$ cat src/design/cma_pkg.sv
package cma_pkg;

  localparam int unsigned SAMPLE_W   = 12;
  localparam int unsigned CODE_W     = 12;
  localparam int unsigned OFFS_W     = 10;
  localparam int unsigned MV_W       = 16;
  localparam int unsigned SAMPLE_MAX = 4095;
  localparam int unsigned MV_MAX     = 32767;

  // 3072 / 4096 reduced to lowest terms.
  localparam int unsigned CAL_NUM = 3;
  localparam int unsigned CAL_DEN = 4;

  localparam int unsigned APB_ADDR_W = 4;
  localparam int unsigned APB_DATA_W = 32;

  localparam logic [CODE_W-1:0] BG_STORED_RST   = 12'd1229;
  localparam logic [CODE_W-1:0] BG_MEASURED_RST = 12'd1241;
  localparam logic [OFFS_W-1:0] VOLT_OFFS_RST   = 10'd20;
  localparam logic [OFFS_W-1:0] CURR_OFFS_RST   = 10'd100;

  typedef enum logic [1:0] {
    REG_BG_STORED,
    REG_BG_MEASURED,
    REG_VOLT_OFFS,
    REG_CURR_OFFS
  } cma_reg_e;

  typedef enum logic [2:0] {
    ST_IDLE,
    ST_MUL,
    ST_START,
    ST_DIV,
    ST_DONE
  } cma_state_e;

  typedef struct packed {
    logic [CODE_W-1:0] bgap_factory;
    logic [CODE_W-1:0] bg_measured;
    logic [OFFS_W-1:0] volt_offs;
    logic [OFFS_W-1:0] curr_offs;
  } cma_cfg_t;

  typedef struct packed {
    logic push;
    logic chan;
  } cma_shift_t;

endpackage

$ cat src/design/cma_in_if.sv
interface cma_in_if import cma_pkg::*; ();

  logic                valid;
  logic                ready;
  logic                channel;
  logic [SAMPLE_W-1:0] sample;

  modport source (output valid, output channel, output sample, input ready);
  modport sink   (input valid, input channel, input sample, output ready);

endinterface

$ cat src/design/cma_out_if.sv
interface cma_out_if import cma_pkg::*; ();

  logic                   valid;
  logic                   ready;
  logic                   channel_out;
  logic [CODE_W-1:0]      mean_code;
  logic signed [MV_W-1:0] millivolts;
  logic                   saturated;
  logic                   calibration_fault;

  modport source (output valid, output channel_out, output mean_code, output millivolts,
                  output saturated, output calibration_fault, input ready);
  modport sink   (input valid, input channel_out, input mean_code, input millivolts,
                  input saturated, input calibration_fault, output ready);

endinterface

$ cat src/design/cma_cell.sv
module cma_cell import cma_pkg::*; (
  input  logic                clk_i,
  input  logic                rst_ni,
  input  cma_shift_t          shift_i,
  input  logic [SAMPLE_W-1:0] volt_i,
  input  logic [SAMPLE_W-1:0] curr_i,
  output logic [SAMPLE_W-1:0] volt_o,
  output logic [SAMPLE_W-1:0] curr_o
);

  logic [SAMPLE_W-1:0] volt_q, volt_d;
  logic [SAMPLE_W-1:0] curr_q, curr_d;

  always_comb begin
    volt_d = volt_q;
    curr_d = curr_q;
    if (shift_i.push) begin
      if (shift_i.chan) begin
        curr_d = curr_i;
      end else begin
        volt_d = volt_i;
      end
    end
  end

  always_ff @(posedge clk_i or negedge rst_ni) begin
    if (!rst_ni) begin
      volt_q <= '0;
      curr_q <= '0;
    end else begin
      volt_q <= volt_d;
      curr_q <= curr_d;
    end
  end

  assign volt_o = volt_q;
  assign curr_o = curr_q;

endmodule

$ cat src/design/cma_regs.sv
module cma_regs import cma_pkg::*; (
  input  logic                  clk_i,
  input  logic                  rst_ni,
  input  logic                  psel,
  input  logic                  penable,
  input  logic                  pwrite,
  input  logic [APB_ADDR_W-1:0] paddr,
  input  logic [APB_DATA_W-1:0] pwdata,
  output logic [APB_DATA_W-1:0] prdata,
  output logic                  pready,
  output cma_cfg_t              cfg_o
);

  cma_cfg_t cfg_q, cfg_d;
  cma_reg_e reg_idx;
  logic     wr_en;

  assign reg_idx = cma_reg_e'(paddr[APB_ADDR_W-1:2]);
  assign wr_en   = psel && penable && pwrite;
  assign pready  = 1'b1;

  always_comb begin
    cfg_d = cfg_q;
    if (wr_en) begin
      case (reg_idx)
        REG_BG_STORED:   cfg_d.bgap_factory = pwdata[CODE_W-1:0];
        REG_BG_MEASURED: cfg_d.bg_measured  = pwdata[CODE_W-1:0];
        REG_VOLT_OFFS:   cfg_d.volt_offs    = pwdata[OFFS_W-1:0];
        REG_CURR_OFFS:   cfg_d.curr_offs    = pwdata[OFFS_W-1:0];
        default:         cfg_d = cfg_q;
      endcase
    end
  end

  always_comb begin
    case (reg_idx)
      REG_BG_STORED:   prdata = APB_DATA_W'(cfg_q.bgap_factory);
      REG_BG_MEASURED: prdata = APB_DATA_W'(cfg_q.bg_measured);
      REG_VOLT_OFFS:   prdata = APB_DATA_W'(cfg_q.volt_offs);
      REG_CURR_OFFS:   prdata = APB_DATA_W'(cfg_q.curr_offs);
      default:         prdata = '0;
    endcase
  end

  always_ff @(posedge clk_i or negedge rst_ni) begin
    if (!rst_ni) begin
      cfg_q.bgap_factory <= BG_STORED_RST;
      cfg_q.bg_measured  <= BG_MEASURED_RST;
      cfg_q.volt_offs    <= VOLT_OFFS_RST;
      cfg_q.curr_offs    <= CURR_OFFS_RST;
    end else begin
      cfg_q <= cfg_d;
    end
  end

  assign cfg_o = cfg_q;

endmodule

$ cat src/design/cma_divider.sv
module cma_divider import cma_pkg::*; #(
  parameter int unsigned WINDOW = 20
) (
  input  logic                                         clk_i,
  input  logic                                         rst_ni,
  input  logic                                         start_i,
  input  logic [$clog2(WINDOW*SAMPLE_MAX+1)+CODE_W+1:0] num_i,
  input  logic [$clog2(CAL_DEN*WINDOW*SAMPLE_MAX+1)-1:0] den_i,
  input  logic [$clog2(WINDOW*SAMPLE_MAX+1)-1:0]        sum_i,
  output logic                                         done_o,
  output logic [$clog2(WINDOW*SAMPLE_MAX+1)+CODE_W+1:0] quot_o,
  output logic [CODE_W-1:0]                            mean_o
);

  localparam int unsigned SUM_W = $clog2(WINDOW*SAMPLE_MAX+1);
  localparam int unsigned NUM_W = SUM_W + CODE_W + 2;
  localparam int unsigned DEN_W = $clog2(CAL_DEN*WINDOW*SAMPLE_MAX+1);
  localparam int unsigned CNT_W = $clog2(NUM_W);

  // Reciprocal of the window length, exact for every sum of SUM_W bits.
  localparam int unsigned     RCP_SH = SUM_W + $clog2(WINDOW);
  localparam int unsigned     RCP_W  = SUM_W + 1;
  localparam longint unsigned RCP_L  =
    ((64'd1 << RCP_SH) + 64'(WINDOW) - 64'd1) / 64'(WINDOW);
  localparam logic [RCP_W-1:0] RCP   = RCP_W'(RCP_L);

  logic             busy_q, busy_d;
  logic [CNT_W-1:0] cnt_q, cnt_d;

  logic [NUM_W-1:0]  quo_q, quo_d;
  logic [DEN_W-1:0]  rem_q, rem_d;
  logic [DEN_W-1:0]  den_q, den_d;
  logic [CODE_W-1:0] mean_q, mean_d;

  logic [DEN_W:0]             trial;
  logic                       fit;
  logic [SUM_W+RCP_W-1:0]     mprod;

  // The calibration quotient comes from a restoring divider, one bit per cycle.
  // The window mean is a multiply by the reciprocal of the window length.
  assign trial = {rem_q, quo_q[NUM_W-1]};
  assign fit   = trial >= {1'b0, den_q};
  assign mprod = (SUM_W+RCP_W)'(sum_i) * (SUM_W+RCP_W)'(RCP);

  always_comb begin
    busy_d = busy_q;
    cnt_d  = cnt_q;
    if (start_i) begin
      busy_d = 1'b1;
      cnt_d  = CNT_W'(NUM_W - 1);
    end else if (busy_q) begin
      if (cnt_q == '0) begin
        busy_d = 1'b0;
      end else begin
        cnt_d = cnt_q - 1'b1;
      end
    end
  end

  always_comb begin
    quo_d  = quo_q;
    rem_d  = rem_q;
    den_d  = den_q;
    mean_d = mean_q;
    if (start_i) begin
      quo_d  = num_i;
      rem_d  = '0;
      den_d  = den_i;
      mean_d = CODE_W'(mprod >> RCP_SH);
    end else if (busy_q) begin
      quo_d = {quo_q[NUM_W-2:0], fit};
      rem_d = fit ? DEN_W'(trial - {1'b0, den_q}) : DEN_W'(trial);
    end
  end

  always_ff @(posedge clk_i or negedge rst_ni) begin
    if (!rst_ni) begin
      busy_q <= 1'b0;
      cnt_q  <= '0;
    end else begin
      busy_q <= busy_d;
      cnt_q  <= cnt_d;
    end
  end

  always_ff @(posedge clk_i) begin
    quo_q  <= quo_d;
    rem_q  <= rem_d;
    den_q  <= den_d;
    mean_q <= mean_d;
  end

  assign done_o = busy_q && (cnt_q == '0);
  assign quot_o = quo_q;
  assign mean_o = mean_q;

endmodule

$ cat src/design/calibrated_moving_average_adc.sv
// An accepted sample passes through ST_MUL (the product is registered), ST_START and
// ST_DIV, and its result is loaded into the output register in ST_DONE.
// A new sample is accepted only in ST_IDLE, after the last result has been loaded. The
// bit-serial divider produces one quotient bit per cycle; ST_DONE waits while the output stalls.
// Reset clears both sample chains, both running sums and the control state, and
// loads the calibration registers with their default codes.
module calibrated_moving_average_adc import cma_pkg::*; #(
  parameter int unsigned WINDOW = 20
) (
  input  logic                  clk_i,
  input  logic                  rst_ni,
  cma_in_if.sink                smp_i,
  cma_out_if.source             res_o,
  input  logic                  psel,
  input  logic                  penable,
  input  logic                  pwrite,
  input  logic [APB_ADDR_W-1:0] paddr,
  input  logic [APB_DATA_W-1:0] pwdata,
  output logic [APB_DATA_W-1:0] prdata,
  output logic                  pready
);

  localparam int unsigned SUM_W  = $clog2(WINDOW*SAMPLE_MAX+1);
  localparam int unsigned PROD_W = SUM_W + CODE_W;
  localparam int unsigned NUM_W  = PROD_W + 2;
  localparam int unsigned DEN_W  = $clog2(CAL_DEN*WINDOW*SAMPLE_MAX+1);

  cma_cfg_t   cfg;
  cma_state_e state_q, state_d;
  cma_shift_t shift;

  logic accept, div_start, out_load;

  logic [SAMPLE_W-1:0] volt_tap [WINDOW];
  logic [SAMPLE_W-1:0] curr_tap [WINDOW];

  logic [SUM_W-1:0]  sum_q [2];
  logic [SUM_W-1:0]  sum_new;
  logic [SAMPLE_W-1:0] oldest;
  logic              ch_q;
  logic [PROD_W-1:0] prod_q;

  logic [NUM_W-1:0]  div_num;
  logic [DEN_W-1:0]  div_den;
  logic              div_done;
  logic [NUM_W-1:0]  quot;
  logic [CODE_W-1:0] mean;

  logic [OFFS_W-1:0]      offs;
  logic                   fault, over;
  logic signed [MV_W-1:0] mv;

  logic                   out_valid_q;
  logic                   out_ch_q;
  logic [CODE_W-1:0]      out_mean_q;
  logic signed [MV_W-1:0] out_mv_q;
  logic                   out_sat_q;
  logic                   out_fault_q;

  cma_regs u_regs (
    .clk_i   (clk_i),
    .rst_ni  (rst_ni),
    .psel    (psel),
    .penable (penable),
    .pwrite  (pwrite),
    .paddr   (paddr),
    .pwdata  (pwdata),
    .prdata  (prdata),
    .pready  (pready),
    .cfg_o   (cfg)
  );

  // Next state.
  always_comb begin
    state_d = state_q;
    case (state_q)
      ST_IDLE:  if (smp_i.valid) state_d = ST_MUL;
      ST_MUL:   state_d = ST_START;
      ST_START: state_d = ST_DIV;
      ST_DIV:   if (div_done) state_d = ST_DONE;
      ST_DONE:  if (!out_valid_q || res_o.ready) state_d = ST_IDLE;
      default:  state_d = ST_IDLE;
    endcase
  end

  // State outputs.
  always_comb begin
    smp_i.ready = 1'b0;
    div_start   = 1'b0;
    out_load    = 1'b0;
    case (state_q)
      ST_IDLE:  smp_i.ready = 1'b1;
      ST_START: div_start = 1'b1;
      ST_DONE:  out_load = !out_valid_q || res_o.ready;
      default:  ;
    endcase
  end

  assign accept     = smp_i.valid && smp_i.ready;
  assign shift.push = accept;
  assign shift.chan = smp_i.channel;

  // Every cell hands its sample to the next on a push; the last cell holds the
  // sample that leaves the window.
  for (genvar k = 0; k < WINDOW; k++) begin : g_chain
    if (k == 0) begin : g_head
      cma_cell u_cell (
        .clk_i   (clk_i),
        .rst_ni  (rst_ni),
        .shift_i (shift),
        .volt_i  (smp_i.sample),
        .curr_i  (smp_i.sample),
        .volt_o  (volt_tap[k]),
        .curr_o  (curr_tap[k])
      );
    end else begin : g_body
      cma_cell u_cell (
        .clk_i   (clk_i),
        .rst_ni  (rst_ni),
        .shift_i (shift),
        .volt_i  (volt_tap[k-1]),
        .curr_i  (curr_tap[k-1]),
        .volt_o  (volt_tap[k]),
        .curr_o  (curr_tap[k])
      );
    end
  end

  assign oldest  = smp_i.channel ? curr_tap[WINDOW-1] : volt_tap[WINDOW-1];
  assign sum_new = sum_q[smp_i.channel] - SUM_W'(oldest) + SUM_W'(smp_i.sample);

  always_ff @(posedge clk_i or negedge rst_ni) begin
    if (!rst_ni) begin
      state_q <= ST_IDLE;
      sum_q[0] <= '0;
      sum_q[1] <= '0;
    end else begin
      state_q <= state_d;
      if (accept) begin
        sum_q[smp_i.channel] <= sum_new;
      end
    end
  end

  always_ff @(posedge clk_i) begin
    if (accept) begin
      ch_q <= smp_i.channel;
    end
    if (state_q == ST_MUL) begin
      prod_q <= PROD_W'(sum_q[ch_q]) * PROD_W'(cfg.bgap_factory);
    end
  end

  assign div_num = NUM_W'(prod_q) * NUM_W'(CAL_NUM);
  assign div_den = DEN_W'(cfg.bg_measured) * DEN_W'(CAL_DEN * WINDOW);

  cma_divider #(
    .WINDOW (WINDOW)
  ) u_divider (
    .clk_i   (clk_i),
    .rst_ni  (rst_ni),
    .start_i (div_start),
    .num_i   (div_num),
    .den_i   (div_den),
    .sum_i   (sum_q[ch_q]),
    .done_o  (div_done),
    .quot_o  (quot),
    .mean_o  (mean)
  );

  // The quotient is never negative but may lie below the offset, giving a negative result; only the upper limit clips.
  assign offs  = ch_q ? cfg.curr_offs : cfg.volt_offs;
  assign fault = cfg.bg_measured == '0;
  assign over  = quot > (NUM_W'(MV_MAX) + NUM_W'(offs));
  assign mv    = over ? MV_W'(MV_MAX) : MV_W'(quot - NUM_W'(offs));

  always_ff @(posedge clk_i or negedge rst_ni) begin
    if (!rst_ni) begin
      out_valid_q <= 1'b0;
    end else if (out_load) begin
      out_valid_q <= 1'b1;
    end else if (res_o.ready) begin
      out_valid_q <= 1'b0;
    end
  end

  always_ff @(posedge clk_i) begin
    if (out_load) begin
      out_ch_q    <= ch_q;
      out_mean_q  <= mean;
      out_mv_q    <= fault ? '0 : mv;
      out_sat_q   <= !fault && over;
      out_fault_q <= fault;
    end
  end

  assign res_o.valid             = out_valid_q;
  assign res_o.channel_out       = out_ch_q;
  assign res_o.mean_code         = out_mean_q;
  assign res_o.millivolts        = out_mv_q;
  assign res_o.saturated         = out_sat_q;
  assign res_o.calibration_fault = out_fault_q;

endmodule
$ cat src/flat_wrapper.sv
// flat-port wrapper written by rule: the top's interface ports become plain ports
module calibrated_moving_average_adc_flat import cma_pkg::*;
#(
  parameter int unsigned WINDOW = 20
)
  (clk_i, rst_ni, psel, penable, pwrite, paddr, pwdata, prdata, pready, smp_i_valid, smp_i_channel, smp_i_sample, smp_i_ready, res_o_valid, res_o_channel_out, res_o_mean_code, res_o_millivolts, res_o_saturated, res_o_calibration_fault, res_o_ready);
  cma_in_if smp_i_i ();
  cma_out_if res_o_i ();
  input  logic clk_i;
  input  logic rst_ni;
  input  logic psel;
  input  logic penable;
  input  logic pwrite;
  input  logic [APB_ADDR_W-1:0] paddr;
  input  logic [APB_DATA_W-1:0] pwdata;
  output logic [APB_DATA_W-1:0] prdata;
  output logic pready;
  input wire logic [$bits(smp_i_i.valid)-1:0] smp_i_valid;
  input wire logic [$bits(smp_i_i.channel)-1:0] smp_i_channel;
  input wire logic [$bits(smp_i_i.sample)-1:0] smp_i_sample;
  output wire logic [$bits(smp_i_i.ready)-1:0] smp_i_ready;
  output wire logic [$bits(res_o_i.valid)-1:0] res_o_valid;
  output wire logic [$bits(res_o_i.channel_out)-1:0] res_o_channel_out;
  output wire logic [$bits(res_o_i.mean_code)-1:0] res_o_mean_code;
  output wire logic [$bits(res_o_i.millivolts)-1:0] res_o_millivolts;
  output wire logic [$bits(res_o_i.saturated)-1:0] res_o_saturated;
  output wire logic [$bits(res_o_i.calibration_fault)-1:0] res_o_calibration_fault;
  input wire logic [$bits(res_o_i.ready)-1:0] res_o_ready;
  assign smp_i_i.valid = smp_i_valid;
  assign smp_i_i.channel = smp_i_channel;
  assign smp_i_i.sample = smp_i_sample;
  assign smp_i_ready = smp_i_i.ready;
  assign res_o_valid = res_o_i.valid;
  assign res_o_channel_out = res_o_i.channel_out;
  assign res_o_mean_code = res_o_i.mean_code;
  assign res_o_millivolts = res_o_i.millivolts;
  assign res_o_saturated = res_o_i.saturated;
  assign res_o_calibration_fault = res_o_i.calibration_fault;
  assign res_o_i.ready = res_o_ready;
  calibrated_moving_average_adc #(.WINDOW(WINDOW)) u_core (.clk_i(clk_i), .rst_ni(rst_ni), .smp_i(smp_i_i), .res_o(res_o_i), .psel(psel), .penable(penable), .pwrite(pwrite), .paddr(paddr), .pwdata(pwdata), .prdata(prdata), .pready(pready));
endmodule
$ cat config.mk
export PLATFORM = sky130hd
export DESIGN_NAME = calibrated_moving_average_adc_flat
export DESIGN_NICKNAME = d
export VERILOG_FILES = /design/src/design/cma_pkg.sv /design/src/design/cma_in_if.sv /design/src/design/cma_out_if.sv /design/src/design/cma_cell.sv /design/src/design/cma_regs.sv /design/src/design/cma_divider.sv /design/src/design/calibrated_moving_average_adc.sv /design/src/flat_wrapper.sv
export SDC_FILE = /design/constraint.sdc
export NUM_CORES = 2
export LEC_CHECK = 0
export ABC_AREA = 1
export BUFFER_PORTS_ARGS = -buffer_cell sky130_fd_sc_hd__buf_2
export CAP_MARGIN = 25
export CORE_UTILIZATION = 50
export DETAILED_ROUTE_END_ITERATION = 10
export GPL_ROUTABILITY_DRIVEN = 0
export HOLD_SLACK_MARGIN = 0.05
export PLACE_DENSITY = 0.69
export SYNTH_ARGS = -nofsm -noshare
export SYNTH_HDL_FRONTEND = slang
export SYNTH_SLANG_ARGS = --single-unit
$ cat constraint.sdc
create_clock -name clk_i -period 15.4 [get_ports clk_i]
set_clock_uncertainty 0.2 [all_clocks]
set_input_delay 0 -clock clk_i [delete_from_list [all_inputs] [get_ports clk_i]]
set_output_delay 0 -clock clk_i [all_outputs]
set_load 0.005 [all_outputs]
# Yosys cells after proc, flatten, opt, wreduce, memory -nomap -nowiden
# Index checks and enable logic that the tools add are counted.
# classes
n_addsub	6
mul	4
magnitude_cmp	5
n_eq_ne	11
mux	31
n_bitwise	3
reduce_logical	24
# op_table
operator	count
one-hot mux 32 bit (4 select lines)	1
two-way mux 17 bit	7
two-way mux 31 bit	2
bitwise mux 34 bit	1
multiplier 17 x 16 -> 32 bit (second input constant)	1
greater-than comparator 31 x 16 -> 1 bit	1
multiplier 29 x 2 -> 31 bit (second input constant)	1
multiplier 17 x 12 -> 29 bit	1
greater-or-equal comparator 20 x 19 -> 1 bit	1
two-way mux 19 bit	1
subtractor 19 bit	1
adder 17 x 12 -> 17 bit	1
demux 17 bit (select 1 bit)	1
subtractor 17 x 12 -> 17 bit	1
adder 15 x 10 -> 16 bit (first input constant)	1
subtractor 16 x 10 -> 16 bit	1
multiplier 12 x 3 -> 15 bit (second input constant)	1
two-way mux 15 bit	1
two-way mux 5 bit	3
one-hot mux 3 bit (5 select lines)	1
AND reduction 2 bit	7
logical NOT 12 bit	1
two-way mux 12 bit	1
two-way mux 10 bit	1
other kinds (23)	45
# totals
regBits	706
inputBits	56
output_inout_bits	66

# Longest topological paths before layout
# depth
word_depth	7
mapped_depth	30
depth_no_buf	27

# Hierarchy
# A second synthesis with hierarchy kept.
# unflattened
cells_unflattened	5987
area_unflattened_um2	47807.1
# by_module_without_submodules
mod	instances	cells_each	area_each_um2	seq_area_each_um2
cma_cell	20	106	963.4	600.6
calibrated_moving_average_adc	1	2340	16303.1	2782.7
cma_divider	1	1239	10017.1	2392.3
cma_regs	1	288	2218.4	1122.3

# Worst setup path after synthesis
# No wires, ideal clock.
# synth_timing
path_kind	register to register
startpoint	register u_core.ch_q
endpoint	register u_core.u_divider.mean_q[9], in the netlist u_core.u_divider.mean_o[9], data pin
arrival_time_ns	5.645
required_time_ns	14.948
slack_ns	9.303
path_stages_with_launch	27
n_path_buf	3
cell_sequence	edfxtp_1 -> buf_6 -> inv_4 -> buf_6 -> buf_2 -> nand2_1 -> o21ai_1 -> clkinv_1 -> ha_1 -> fa_1 -> inv_1 -> fa_1 -> fa_1 -> inv_1 -> fa_1 -> inv_1 -> fa_1 -> inv_1 -> ha_1 -> a21oi_1 -> o21ai_0 -> a21oi_1 -> nor2_1 -> nor2_1 -> nand2_1 -> nand2_1 -> nand2_1
# synth_via
elab_chain_len	5
# synth_lines
element	line	rtl
start: declaration	calibrated_moving_average_adc.sv:40	logic ch_q;
start signal: assignment	calibrated_moving_average_adc.sv:147	ch_q <= smp_i.channel;
NOT 1 -> 2 bit (not written as such)	calibrated_moving_average_adc.sv:165	.sum_i (sum_q[ch_q]),
two-way mux 17 bit (not written as such) (3 in series)	calibrated_moving_average_adc.sv:165	
multiplier 17 x 16 -> 32 bit	cma_divider.sv:43	assign mprod = (SUM_W+RCP_W)'(sum_i) * (SUM_W+RCP_W)'(RCP);
net u_core.u_divider.mprod[31]	cma_divider.sv:37	logic [SUM_W+RCP_W-1:0] mprod;
end signal: assignment	cma_divider.sv:90	mean_q <= mean_d;
end: declaration	cma_divider.sv:33	logic [CODE_W-1:0] mean_q, mean_d;
# The timed path passes the listed nets, and every way through them passes these cells. The select of a mux whose other input is x is not followed.
# A chain may end at the register's enable or synchronous reset.

# Worst setup path after layout
# Ends and elaborated chain as after synthesis.

==> metrics.md <==
| Metric | Value |
|---|---|
| Die Height | `302.2 um` |
| Synth warn | `0` |
| MaxCap Viol Count | `0` |
| Drt wl/cell | `14.55 um` |
| Nets | `6,200` |
| Startpoint types | `register` |
| Hold depth | `4` |
| Initial DRC Count | `2,856` |
| Post-Syn Area | `45,060 sq um` |
| CTS Root Cell | `clkbuf_16` |
| Die Width | `302.2 um` |
| Reg2reg path depth | `23` |
| Worst R2R Start | `u_core.ch_q$_DFFE_PP_` |
| Post-synthesis cell count | `5,519` |
| Max incr delay on CP | `0.73 ns` |
| WHS Endpoint | `u_core.g_chain[0].g_head.u_cell.curr_o[10]$_DFFE_PN0P_` |
| Post-synth EDFFs | `119` |
| Clk pin slew, worst setup/hold paths | `0.06 ns` |
| Status | `complete, no violations` |
| CTS tree | `built` |
| Post-cts sizing count | `0` |
| Sequential area share after synthesis | `40.37%` |
| Fin area | `49,510 sq um` |
| Synth cell types | `54` |
| DIE AREA | `91,320 sq um` |
| Synth Flop Type | `dfrtp_1` |
| Seq cells post-synth | `706` |
| Sum Neg Setup Slack | `0 ns` |
| Starting Density | `50.75%` |
| P&R area growth vs syn | `9.888%` |
| Cell Rows | `109` |
| Setup repair bufs after CTS | `0` |
| DRT Wirelength | `99.07 mm` |
| Worst Tran Pin Value | `1.013 ns` |
| Vias/cell | `5.091` |
| Port bufs | `78` |
| RSZ-0062 raised after global routing | `no` |
| HPWL after DPL | `69.49 mm` |
| Total gr overflow | `0` |
| Final setup viols | `0` |
| Vias | `34,670` |
| Fraction of registers with async set/reset | `80.45%` |
| WP buf/inv | `6` |
| Final hold viol count | `0` |
| Clk Latency, worst-skew pair | `0.66 ns` |
| Top post-synthesis cells by area | `dfrtp_1 31%, nand2_1 19%, fa_1 11%` |
| Worst r2r dst | `u_core.u_divider.mean_o[9]$_DFFE_PP_` |
| Fin crit share | `46.26%` |
| Post-DP Area | `46,210 sq um` |
| Crit end category | `register` |
| Synth area leader | `dfrtp_1` |
| Maximum number of pins on one net before global-route repair | `179` |
| Final min period | `7.124 ns` |
| Util after Layout | `55.77%` |
| Top-area cell type share of the netlist area | `30.60%` |
| # DRC | `0` |
| Worst Hold Launch | `smp_i_sample[10]` |
| Arr. time, crit path | `7.33 ns` |
| Fill cell count | `8,072` |
| Type of the worst min-delay path | `input port to register` |
| Sink Count | `706` |
| Slowest CP cell | `clkinv_1` |
| DR pass1 iterations | `8` |
| DP Worst Slack | `8.352 ns` |
| Cell family with most CP delay | `adder cells` |
| Detail Route Antenna Nets | `0` |
| Gr usage total | `22.53%` |
| Max Root-Sink Buffers | `3` |
| H-tree Lvls | `3` |
| Total CTS buffers | `77` |
| CP Class | `register to register` |
| Slew Limit Headroom | `32.45%` |
| Crit-path cells | `inv_4 -> nand2_1 -> o21ai_1 -> clkinv_1 -> ha_1 -> inv_1 -> fa_1 -> fa_1 -> fa_1 -> inv_1 -> fa_1 -> inv_1 -> fa_1 -> inv_1 -> ha_1 -> a21oi_1 -> o21ai_0 -> a21oi_1 -> nor2_1 -> nor2_1 -> nand2_1 -> nand2_1 -> nand2_1` |
| # IOs | `122` |
| Setup slack after layout | `8.276 ns` |
| Top fanout value on the critical path | `25` |
| Most frequent CP cell | `fa_1` |
| Fmax | `140.4 MHz` |
| First-pass GRT wire length | `167.8 mm` |
| Initial antenna violation count | `0` |
| Pins Over Slew Limit | `0` |
| CORE AREA | `88,780 sq um` |
| Cts hold-fix bufs | `57` |
| Avg Inst Size Synth | `8.164 sq um` |
| Flop2flop setup slack | `8.28 ns` |
| Share of post-route cells with drive strength above 1 | `5.068%` |
| Worst Path Required | `15.60 ns` |
| Vias in the first global route | `33,680` |
## sequential cells by signal (all words and copies together), names as in the netlist, 12 cells and up
| signal | count |
|---|---|
| u_core.g_chain.g_body.u_cell.curr_o | 228 |
| u_core.res_o.millivolts | 16 |
| u_core.u_regs.cfg_o | 44 |
| u_core.u_divider.quot_o | 31 |
| u_core.u_divider.mean_o | 12 |
| u_core.u_divider.den_q | 15 |
| u_core.g_chain.g_head.u_cell.curr_o | 12 |
| u_core.sum_q | 34 |
| u_core.g_chain.g_body.u_cell.volt_o | 228 |
| u_core.g_chain.g_head.u_cell.volt_o | 12 |
| u_core.prod_q | 29 |
| u_core.res_o.mean_code | 12 |
| u_core.u_divider.rem_q | 19 |
## placed cells by master, fill, tap and decap left out, types with 18 or more instances in the layout
cell,instances
fa_1,253
xnor2_1,36
edfxtp_1,119
nor2_1,254
conb_1,21
dfrtp_1,551
dfxtp_1,19
o21ai_1,50
a21oi_1,145
clkbuf_16,79
xor2_1,35
ha_1,308
clkbuf_1,19
nand4_1,31
clkinv_1,18
nor3_1,32
nand3_1,165
buf_2,77
inv_1,723
dlygate4sd3_1,56
nand2_1,2235
o21ai_0,197
## layer usage
layer | track usage [%] | vias up | wire length, um
li1 | - | 17150 | -
met1 | 31.19 | 16510 | 44880
met2 | 36.36 | 837 | 45910
met3 | 3.641 | 179 | 5540
met4 | 6.962 | 0 | 2732
met5 | 0 | - | 0
## area by class of cell
| type | instances | area (sq um) | area share, % |
|---|---|---|---|
| inverter | 746 | 2818 | 5.691 |
| clock inverter | 25 | 307.8 | 0.6216 |
| timing repair buffer | 155 | 1264 | 2.552 |
| clock buffer | 114 | 2268 | 4.581 |
| sequential | 706 | 18190 | 36.73 |
| multi-input combinational | 3897 | 23210 | 46.87 |
| tap | 1165 | 1458 | 2.944 |
| antenna | 1 | 2.502 | 0.005054 |
## worst max-delay path by stage
stage	cells past startpoint	slack [ns]	endpoint	from
after floorplan	26	9.30	u_core.u_divider.mean_o[9]$_DFFE_PP_	u_core.ch_q$_DFFE_PP_
after detailed placement	23	8.35	u_core.u_divider.mean_o[9]$_DFFE_PP_	u_core.ch_q$_DFFE_PP_
after global placement	23	8.37	u_core.u_divider.mean_o[9]$_DFFE_PP_	u_core.ch_q$_DFFE_PP_
after global routing	23	7.91	u_core.u_divider.mean_o[9]$_DFFE_PP_	u_core.ch_q$_DFFE_PP_
after CTS	23	8.36	u_core.u_divider.mean_o[9]$_DFFE_PP_	u_core.ch_q$_DFFE_PP_
final	23	8.28	u_core.u_divider.mean_o[9]$_DFFE_PP_	u_core.ch_q$_DFFE_PP_
## through the flow
step,instances,hold WS [ns]
after floorplan,5538,-0.4956
after global placement,6607,-0.03387
after detailed placement,6607,-0.03591
after CTS,6803,0.06036
after global routing,6808,0.1026
final,6809,0.09684
## cell usage after synthesis (5+ instances only)
master	n
dfrtp_1	551
o21ai_0	197
buf_4	22
a31oi_1	5
o21a_1	7
clkbuf_1	51
o21ai_2	9
nor3_1	33
xor2_1	35
nand4_1	31
or2_2	12
nor2_1	256
buf_2	103
inv_2	11
clkinv_1	11
o21bai_1	16
nor2_2	6
fa_1	253
dfxtp_1	19
inv_1	723
nand2_1	2235
nand3_1	165
edfxtp_1	119
o2111ai_1	6
xnor2_1	36
mux2i_1	13
nand3b_1	10
o21ai_1	50
a21o_1	8
dfstp_2	17
ha_1	308
a21oi_1	145
buf_1	9
## worst reg2reg max path, stage by stage, from the launching register on
cell	delay, ns
edfxtp_1	0.42
inv_4	0.30
nand2_1	0.10
o21ai_1	0.43
clkinv_1	0.73
ha_1	0.59
inv_1	0.09
fa_1	0.48
fa_1	0.46
fa_1	0.52
inv_1	0.06
fa_1	0.53
inv_1	0.05
fa_1	0.52
inv_1	0.04
ha_1	0.36
a21oi_1	0.24
o21ai_0	0.16
a21oi_1	0.24
nor2_1	0.08
nor2_1	0.12
nand2_1	0.06
nand2_1	0.05
nand2_1	0.06
## kinds of logic after synthesis
family,after synthesis,synth area share [%]
simple gates,2773,24.28
buf+inv,935,8.331
flops,706,40.37
fa+ha+maj,561,19.79
compound gates,455,5.437
xor+xnor,71,1.380
mux,16,0.3999
other cells,2,0.01667
Power is not shown: default switching activity piles up to over one toggle a cycle in this logic, so the estimate is an artifact.
